===== config.mk =====
export PLATFORM = sky130hd
export DESIGN_NAME = int8_vector_distance_accumulator_top_flat
export DESIGN_NICKNAME = d
export VERILOG_FILES = /design/src/sv/vda_pkg.sv /design/src/sv/vda_if.sv /design/src/sv/vda_in_stage.sv /design/src/sv/vda_accum.sv /design/src/sv/int8_vector_distance_accumulator_top.sv /design/src/flat_wrapper.sv
export SDC_FILE = /design/constraint.sdc
export NUM_CORES = 1
export LEC_CHECK = 0
export ABC_AREA = 1
export ABC_CLOCK_PERIOD_IN_PS = 10330
export BUFFER_PORTS_ARGS = -buffer_cell sky130_fd_sc_hd__buf_2
export CORE_MARGIN = 1.5
export CORE_UTILIZATION = 44
export DETAILED_ROUTE_END_ITERATION = 10
export HOLD_SLACK_MARGIN = 0.08
export PLACE_DENSITY = 0.59
export SLEW_MARGIN = 20
export SYNTH_ARGS = -nofsm -noshare
export SYNTH_HDL_FRONTEND = slang
export SYNTH_SLANG_ARGS = --single-unit

===== constraint.sdc =====
create_clock -name clk -period 10.33 [get_ports clk]
set_input_delay 1.033 -clock clk [delete_from_list [all_inputs] [get_ports clk]]
set_output_delay 1.033 -clock clk [all_outputs]
set_load 0.01 [all_outputs]

===== src/sv/vda_pkg.sv =====
// ----------------------------------------------------------------------------
// vda_pkg
// shared constants and types of the int8 vector distance accumulator
// ----------------------------------------------------------------------------
package vda_pkg;

    localparam int unsigned MAX_DIM  = 4096;
    localparam int unsigned TAKEN_W  = $clog2(MAX_DIM + 1);

    localparam int unsigned ELEM_W   = 8;
    localparam int unsigned MAIN_W   = 29;
    localparam int unsigned NORM_W   = 27;
    localparam int unsigned COUNT_W  = 13;
    localparam int unsigned METRIC_W = 2;

    localparam logic [METRIC_W-1:0] METRIC_L2  = 2'd0;
    localparam logic [METRIC_W-1:0] METRIC_IP  = 2'd1;
    localparam logic [METRIC_W-1:0] METRIC_COS = 2'd2;

    typedef struct packed {
        logic signed [ELEM_W-1:0] elem_a;
        logic signed [ELEM_W-1:0] elem_b;
        logic                     last;
        logic [METRIC_W-1:0]      metric;
    } stage_item_t;

endpackage


===== src/sv/vda_if.sv =====
// ----------------------------------------------------------------------------
// vda channel interfaces
// valid/ready channels for element pairs, results and the metric register
// ----------------------------------------------------------------------------
interface vda_in_if;
    logic              valid;
    logic              ready;
    logic signed [7:0] elem_a;
    logic signed [7:0] elem_b;
    logic              last;

    modport source (output valid, output elem_a, output elem_b, output last, input ready);
    modport sink   (input valid, input elem_a, input elem_b, input last, output ready);
endinterface

interface vda_out_if;
    logic               valid;
    logic               ready;
    logic signed [28:0] main_sum;
    logic [26:0]        a_sq_sum;
    logic [26:0]        b_sq_sum;
    logic [12:0]        element_count;
    logic               too_long;

    modport source (output valid, output main_sum, output a_sq_sum, output b_sq_sum,
                    output element_count, output too_long, input ready);
    modport sink   (input valid, input main_sum, input a_sq_sum, input b_sq_sum,
                    input element_count, input too_long, output ready);
endinterface

interface vda_cfg_if;
    logic       valid;
    logic       ready;
    logic [1:0] metric;

    modport source (output valid, output metric, input ready);
    modport sink   (input valid, input metric, output ready);
endinterface


===== src/sv/vda_in_stage.sv =====
// ----------------------------------------------------------------------------
// vda_in_stage
// input register for one element pair and the metric in force
// ----------------------------------------------------------------------------
module vda_in_stage import vda_pkg::*;
(
    input  logic                clk,
    input  logic                rst_n,
    vda_in_if.sink              elems,
    input  logic [METRIC_W-1:0] metric,
    input  logic                acc_ready,
    output logic                stage_valid,
    output stage_item_t         stage_item
);

    logic        valid_reg;
    logic        valid_next;
    stage_item_t item_reg;
    logic        load;

    assign elems.ready = !valid_reg || acc_ready;
    assign load        = elems.valid && elems.ready;
    assign valid_next  = elems.ready ? elems.valid : valid_reg;

    always_ff @(posedge clk or negedge rst_n)
    begin
        if (!rst_n)
        begin
            valid_reg <= 1'b0;
        end
        else
        begin
            valid_reg <= valid_next;
        end
    end

    always_ff @(posedge clk)
    begin
        if (load)
        begin
            item_reg.elem_a <= elems.elem_a;
            item_reg.elem_b <= elems.elem_b;
            item_reg.last   <= elems.last;
            item_reg.metric <= metric;
        end
    end

    assign stage_valid = valid_reg;
    assign stage_item  = item_reg;

endmodule


===== src/sv/vda_accum.sv =====
// ----------------------------------------------------------------------------
// vda_accum
// term arithmetic, running sums and the result register
// ----------------------------------------------------------------------------
module vda_accum import vda_pkg::*;
(
    input  logic        clk,
    input  logic        rst_n,
    input  logic        stage_valid,
    input  stage_item_t stage_item,
    output logic        acc_ready,
    vda_out_if.source   result
);

    logic [MAIN_W-1:0]  main_reg;
    logic [MAIN_W-1:0]  main_next;
    logic [NORM_W-1:0]  norm_a_reg;
    logic [NORM_W-1:0]  norm_a_next;
    logic [NORM_W-1:0]  norm_b_reg;
    logic [NORM_W-1:0]  norm_b_next;
    logic [TAKEN_W-1:0] taken_reg;
    logic [TAKEN_W-1:0] taken_next;
    logic               ovf_reg;
    logic               ovf_next;
    logic               out_valid_reg;
    logic               out_valid_next;

    logic signed [8:0]  diff;
    logic signed [17:0] diff_sq;
    logic signed [15:0] prod;
    logic signed [15:0] sq_a;
    logic signed [15:0] sq_b;
    logic signed [17:0] term;
    logic               room;
    logic               fire;
    logic               emit;
    logic               is_cos;

    // per-pair terms
    assign diff    = $signed({stage_item.elem_a[7], stage_item.elem_a})
                   - $signed({stage_item.elem_b[7], stage_item.elem_b});
    assign diff_sq = diff * diff;
    assign prod    = stage_item.elem_a * stage_item.elem_b;
    assign sq_a    = stage_item.elem_a * stage_item.elem_a;
    assign sq_b    = stage_item.elem_b * stage_item.elem_b;

    always_comb
    begin
        unique case (stage_item.metric) inside
            METRIC_IP, METRIC_COS: term = {{2{prod[15]}}, prod};
            default:               term = diff_sq;
        endcase
    end

    assign acc_ready = !stage_item.last || !out_valid_reg || result.ready;
    assign fire      = stage_valid && acc_ready;
    assign emit      = fire && stage_item.last;
    assign room      = taken_reg < TAKEN_W'(MAX_DIM);
    assign is_cos    = stage_item.metric == METRIC_COS;

    always_comb
    begin
        main_next   = main_reg;
        norm_a_next = norm_a_reg;
        norm_b_next = norm_b_reg;
        taken_next  = taken_reg;
        ovf_next    = ovf_reg;
        if (fire)
        begin
            if (room)
            begin
                main_next   = main_reg + {{(MAIN_W-18){term[17]}}, term};
                norm_a_next = norm_a_reg + NORM_W'($unsigned(sq_a));
                norm_b_next = norm_b_reg + NORM_W'($unsigned(sq_b));
                taken_next  = taken_reg + TAKEN_W'(1);
            end
            else
            begin
                ovf_next = 1'b1;
            end
        end
    end

    assign out_valid_next = (out_valid_reg && !result.ready) || emit;

    always_ff @(posedge clk or negedge rst_n)
    begin
        if (!rst_n)
        begin
            main_reg      <= '0;
            norm_a_reg    <= '0;
            norm_b_reg    <= '0;
            taken_reg     <= '0;
            ovf_reg       <= 1'b0;
            out_valid_reg <= 1'b0;
        end
        else
        begin
            out_valid_reg <= out_valid_next;
            if (emit)
            begin
                main_reg   <= '0;
                norm_a_reg <= '0;
                norm_b_reg <= '0;
                taken_reg  <= '0;
                ovf_reg    <= 1'b0;
            end
            else
            begin
                main_reg   <= main_next;
                norm_a_reg <= norm_a_next;
                norm_b_reg <= norm_b_next;
                taken_reg  <= taken_next;
                ovf_reg    <= ovf_next;
            end
        end
    end

    // result register
    always_ff @(posedge clk)
    begin
        if (emit)
        begin
            result.main_sum      <= $signed(main_next);
            result.a_sq_sum      <= is_cos ? norm_a_next : '0;
            result.b_sq_sum      <= is_cos ? norm_b_next : '0;
            result.element_count <= COUNT_W'(taken_next);
            result.too_long      <= ovf_next;
        end
    end

    assign result.valid = out_valid_reg;

`ifndef NO_ASSERTIONS
    a_taken_bound: assert property (@(posedge clk) disable iff (!rst_n)
        taken_reg <= TAKEN_W'(MAX_DIM))
        else $error("pair count above maximum dimension");

    a_ovf_full: assert property (@(posedge clk) disable iff (!rst_n)
        ovf_reg |-> taken_reg == TAKEN_W'(MAX_DIM))
        else $error("overflow flagged before vector full");

    a_clear: assert property (@(posedge clk) disable iff (!rst_n)
        emit |=> taken_reg == '0 && main_reg == '0 && !ovf_reg && result.valid)
        else $error("state not cleared or result missing after last item");

    a_norm_zero: assert property (@(posedge clk) disable iff (!rst_n)
        emit && !is_cos |=> result.a_sq_sum == '0 && result.b_sq_sum == '0)
        else $error("norm sums nonzero outside cosine mode");
`endif

endmodule


===== src/sv/int8_vector_distance_accumulator_top.sv =====
// ----------------------------------------------------------------------------
// int8_vector_distance_accumulator_top
// exact int8 squared euclidean, inner product and cosine sums over a vector
// ----------------------------------------------------------------------------
// channel  role    payload
// elems    sink    elem_a, elem_b, last
// result   source  main_sum, a_sq_sum, b_sq_sum, element_count, too_long
// cfg      sink    metric
//
// one pair per cycle unless a stalled result holds back a last item; set by the input
// register and one multiply-add per sum; a result passes the input and result registers
// rst_n clears the sums, the count, the metric and both valid stages
// a stalled result blocks only a following last item; other pairs keep flowing
// ----------------------------------------------------------------------------
module int8_vector_distance_accumulator_top import vda_pkg::*;
(
    input  logic      clk,
    input  logic      rst_n,
    vda_in_if.sink    elems,
    vda_out_if.source result,
    vda_cfg_if.sink   cfg
);

    logic [METRIC_W-1:0] metric_reg;
    logic                acc_ready;
    logic                stage_valid;
    stage_item_t         stage_item;

    assign cfg.ready = 1'b1;

    always_ff @(posedge clk or negedge rst_n)
    begin
        if (!rst_n)
        begin
            metric_reg <= METRIC_L2;
        end
        else if (cfg.valid)
        begin
            metric_reg <= cfg.metric;
        end
    end

    vda_in_stage u_in_stage (
        .clk         (clk),
        .rst_n       (rst_n),
        .elems       (elems),
        .metric      (metric_reg),
        .acc_ready   (acc_ready),
        .stage_valid (stage_valid),
        .stage_item  (stage_item)
    );

    vda_accum u_accum (
        .clk         (clk),
        .rst_n       (rst_n),
        .stage_valid (stage_valid),
        .stage_item  (stage_item),
        .acc_ready   (acc_ready),
        .result      (result)
    );

endmodule


===== src/flat_wrapper.sv =====
// flat-port wrapper written by rule: the top's interface ports become plain ports
module int8_vector_distance_accumulator_top_flat import vda_pkg::*;
  (clk, rst_n, elems_valid, elems_elem_a, elems_elem_b, elems_last, elems_ready, result_valid, result_main_sum, result_a_sq_sum, result_b_sq_sum, result_element_count, result_too_long, result_ready, cfg_valid, cfg_metric, cfg_ready);
  vda_in_if elems_i ();
  vda_out_if result_i ();
  vda_cfg_if cfg_i ();
  input  logic clk;
  input  logic rst_n;
  input wire logic [$bits(elems_i.valid)-1:0] elems_valid;
  input wire logic [$bits(elems_i.elem_a)-1:0] elems_elem_a;
  input wire logic [$bits(elems_i.elem_b)-1:0] elems_elem_b;
  input wire logic [$bits(elems_i.last)-1:0] elems_last;
  output wire logic [$bits(elems_i.ready)-1:0] elems_ready;
  output wire logic [$bits(result_i.valid)-1:0] result_valid;
  output wire logic [$bits(result_i.main_sum)-1:0] result_main_sum;
  output wire logic [$bits(result_i.a_sq_sum)-1:0] result_a_sq_sum;
  output wire logic [$bits(result_i.b_sq_sum)-1:0] result_b_sq_sum;
  output wire logic [$bits(result_i.element_count)-1:0] result_element_count;
  output wire logic [$bits(result_i.too_long)-1:0] result_too_long;
  input wire logic [$bits(result_i.ready)-1:0] result_ready;
  input wire logic [$bits(cfg_i.valid)-1:0] cfg_valid;
  input wire logic [$bits(cfg_i.metric)-1:0] cfg_metric;
  output wire logic [$bits(cfg_i.ready)-1:0] cfg_ready;
  assign elems_i.valid = elems_valid;
  assign elems_i.elem_a = elems_elem_a;
  assign elems_i.elem_b = elems_elem_b;
  assign elems_i.last = elems_last;
  assign elems_ready = elems_i.ready;
  assign result_valid = result_i.valid;
  assign result_main_sum = result_i.main_sum;
  assign result_a_sq_sum = result_i.a_sq_sum;
  assign result_b_sq_sum = result_i.b_sq_sum;
  assign result_element_count = result_i.element_count;
  assign result_too_long = result_i.too_long;
  assign result_i.ready = result_ready;
  assign cfg_i.valid = cfg_valid;
  assign cfg_i.metric = cfg_metric;
  assign cfg_ready = cfg_i.ready;
  int8_vector_distance_accumulator_top u_core (.clk(clk), .rst_n(rst_n), .elems(elems_i), .result(result_i), .cfg(cfg_i));
endmodule

==> results.md <==
- Summing all multi-input logic gate instances after layout gives 13200 um2.
- In this run the worst hold path is classified as in -> async.
- The detailed router placed 16.3k vias in this run.
- The worst setup path is of the reg -> reg kind.
- The final number of setup-violating endpoints is 0.
- The floorplan step defined a die boundary enclosing between 40000 and 50000 um2.
- The top routing layer in use is met4.
- After layout, the minimum clock period comes to about 9000 ps.
- The cell count after synthesis came out at around 2.5k.
- The number of buffers added on ports is between 100 and 150.
- The run finished with clean final reports.
- Compared with the post-synthesis result, the final layout area differs by 10.1%.
- Of the synthesized area, sequential elements account for 0.282.
- The placeable core region is approximately 48000 um2.
- The post-CTS resize count is 0.
- Of all nets on the critical path, the largest fanout is 18.
- The overall fraction of global-route tracks in use is 0.212.
- The routed design uses ~1400 um of met3 wire.
- The area of the mapped netlist is roughly 21000 um2.
- Counting flops and latches in the post-synthesis netlist gives 217.
- The critical path runs through a total of ~40 cells.
- The wire-length estimate of the detail-placed layout is 39400 um.
- The unique cell type count in the Yosys netlist is 53.
- Among all flip-flop cells after synthesis, the most frequent one is edfxtp_1.
- The critical path starts at u_core.u_in_stage.stage_item[5].
- Based on the critical path, the design can be clocked at up to 0.109 GHz.
- Dividing the synthesized area by the synthesized cell count gives around 8.4 um2.
- The portion of synthesized cell area occupied by the leading cell type is 0.195.
- The kind of cell with the highest combined delay along the critical path is adder cells.
- The post-synth net total is slightly below 3k.
- The final total negative setup slack is 0 ps.
- The standard-cell row count is 80.
- The share of synthesized flip-flops with an asynchronous set or reset is 0.465.
- The global-route congestion overflow total is 0.
- The detailed-route wire length per cell is about 15 um.
- The floorplan step set the die height to ~220 um.
- The buffer levels on the longest clock path is 3.
- The first global-routing pass estimated ~86000 um of wire.
- For the pin with the worst max-slew slack, the measured transition is 1010 ps.
- Clock tree synthesis selected as its root buffer the cell clkbuf_16.
- The length in cells of the worst reg-to-reg path is just over 40.
- The clock net in this run drives a total of ~220 sinks.
- The initial antenna violation count came to 1.
- The commonest cells after synthesis are nand2_1, inv_1, nor2_1, fa_1, ha_1.
- The number of maximum-capacitance constraint violations is 0.
- Dividing the final minimum period by the clock period gives 0.890.
- STA puts the critical path data required time at approximately 11000 ps.
- The termination of the worst setup path is u_core.u_accum.result.main_sum[19].
- The number of hold buffers added after CTS was 0.
- The critical path arrival is ~9500 ps.
- The final antenna-violating net count is 0.
- The initial utilization of the core area, before any placement, comes to 0.447.
- The number of endpoints with negative hold slack in the final report is 0.
- The setup fix buffers added after clock tree synthesis is 0.
- The critical path endpoint category is a flop.
- The pin count of the biggest net entering global routing is between 100 and 150.
- The number of buffers and inverters on the critical path is 10.
- In this run, the number of DRC markers left after iteration 0 of detailed routing was 844.
- The cell with the most instances after synthesis is nand2_1.
- The delay contributed by the slowest stage of the critical path is approximately 800 ps.
- The layout filler cell count is 4598.
- The clock tree from TritonCTS is done.
- The largest individual stage delay along the critical path comes from the cell edfxtp_1.
- In the post-synthesis netlist, the biggest area contributors are fa_1, edfxtp_1, dfrtp_1, ha_1, nand2_1.
- Setup repair after global routing left no endpoint under its margin.
- Measured against its own limit, the worst slew margin works out to 0.327.
- The repair_antennas step left the layout with diodes totalling 0.
- The cell type contributing the most total cell area after synthesis is fa_1.
- The routed wire length is approximately 50000 um.
- Of the cells placed in the final design, the portion with a size suffix greater than 1 is 0.0816.
- Summing all flip-flop and latch instances after layout gives roughly 6000 um2.
- The number of vias per cell is between 4 and 5.
- In the final routing, the length of wire on met1 measures between 20000 and 25000 um.
- The first detailed-routing pass took 4 iterations.
- The weighted congestion reported at the end of routability-driven placement is approximately 0.88.
- The startpoint of the worst register-to-register path is u_core.u_in_stage.stage_item[5].
- The worst-case clock skew is between 40 and 50 ps.
- The worst-skew pair later-pin latency is about 580 ps.
- Wire segments on met2 add up to around 26000 um in the final route.
- The H-tree level count is 1.
- The synthesis warning total is 0.
- The worst flop-to-flop path endpoint is u_core.u_accum.result.main_sum[19].
- The worst setup path is launched from a flop.
- The die width is roughly 220 um.
- The via count of the first global-routing pass is approximately 17k.
- The clock transition time at the flip-flop clock pins of the worst setup and hold paths is 70 ps.
- The count of final max-slew check failures is 0.
- In this run, synthesis inferred between 100 and 150 flip-flops with an integrated enable.
- The internal reg-to-reg setup slack is between 1000 and 1500 ps.
- Clock tree synthesis inserted a total of 27 buffers.
- The number of nets in the final layout is 3078.
- During I/O placement, the number of pins put on the boundary was around 120.
- The most prevalent standard cell on the critical path is inv_1.
- The number of remaining DRC errors is 0.
[worst min-delay path by stage]
stage / startpoint / to / slack (ps) / cells past startpoint
after floorplan: u_core.metric_reg[0] / u_core.u_in_stage.stage_item[0] / 420 / 0
after global placement: u_core.metric_reg[0] / u_core.u_in_stage.stage_item[0] / 430 / 0
after detailed placement: u_core.metric_reg[0] / u_core.u_in_stage.stage_item[0] / 440 / 0
after CTS: rst_n / u_core.u_accum.norm_b_reg[13] / 380 / 1
after global routing: rst_n / u_core.u_accum.norm_b_reg[13] / 420 / 1
final: rst_n / u_core.u_accum.norm_b_reg[13] / 400 / 1
[through the flow]
step           hold WS (ps)  setup WS (ps)  utilization  cells  instance area (um2)
5_1_grt                 419            361        0.492   3285                23500
3_5_place_dp            442           1150        0.473   3234                22600
4_1_cts                 383           1070        0.491   3284                23500
3_3_place_gp            428           1280        0.473   3234                22600
6_report                401           1140        0.492   3285                23500
2_1_floorplan           421           2540            -   2543                21300
[cells in the final DEF (no fill, tap or decap), types with 7 or more instances in the layout]
cell / netlist / routed
a21oi_1: 163 / 163
a21o_1: 9 / 9
nand3_1: 90 / 90
ha_1: 197 / 197
buf_2: 3 / 121
nand4_1: 20 / 20
fa_1: 208 / 208
o211ai_1: 7 / 7
edfxtp_1: 116 / 116
nor3_1: 22 / 22
mux2i_1: 13 / 13
or2_2: 24 / 24
clkbuf_16: 0 / 27
nand2_1: 512 / 512
xor2_1: 67 / 67
o21ai_0: 73 / 73
dfrtp_1: 101 / 101
inv_1: 504 / 504
nor2_1: 252 / 252
xnor2_1: 36 / 36
buf_4: 2 / 13
[worst register-to-register path: cells and delay by family (launching register included)]
| family | cells | cell delay [ps] |
|---|---|---|
| adder cells (fa/ha/maj) | 8 | 3650 |
| AND/OR/NAND/NOR | 16 | 1980 |
| AO/OA/AOI/OAI | 7 | 1450 |
| buffers and inverters | 10 | 1020 |
| flip-flops | 1 | 800 |
[final cells by class]
type	count	area share
Clock buffer	34	0.0316
Clock inverter	16	0.00623
Inverter	510	0.0818
Multi-Input combinational cell	1758	0.561
Sequential cell	217	0.256
Tap cell	615	0.0327
Timing Repair Buffer	135	0.0311
[cell families (layout without fill, tap and decap cells)]
kind of cell,Yosys count,in the layout,synth area share
flops,217,217,0.282
xor+xnor,104,104,0.0430
compound gates,293,293,0.0764
mux,15,15,0.00715
fa+ha+maj,405,405,0.311
simple gates,940,940,0.180
buf+inv,568,695,0.101
other cells,1,1,0.000176
[metal layers]
layer / vias to the layer above / GRT usage
li1: 8156 / -
met1: 7883 / 0.272
met4: 0 / 0.0509
met2: 225 / 0.386
met5: - / 0
met3: 55 / 0.0202
Power is left out: the tool's default activity adds up to more than one toggle a clock period on the data nets, which glitch-free logic cannot reach.
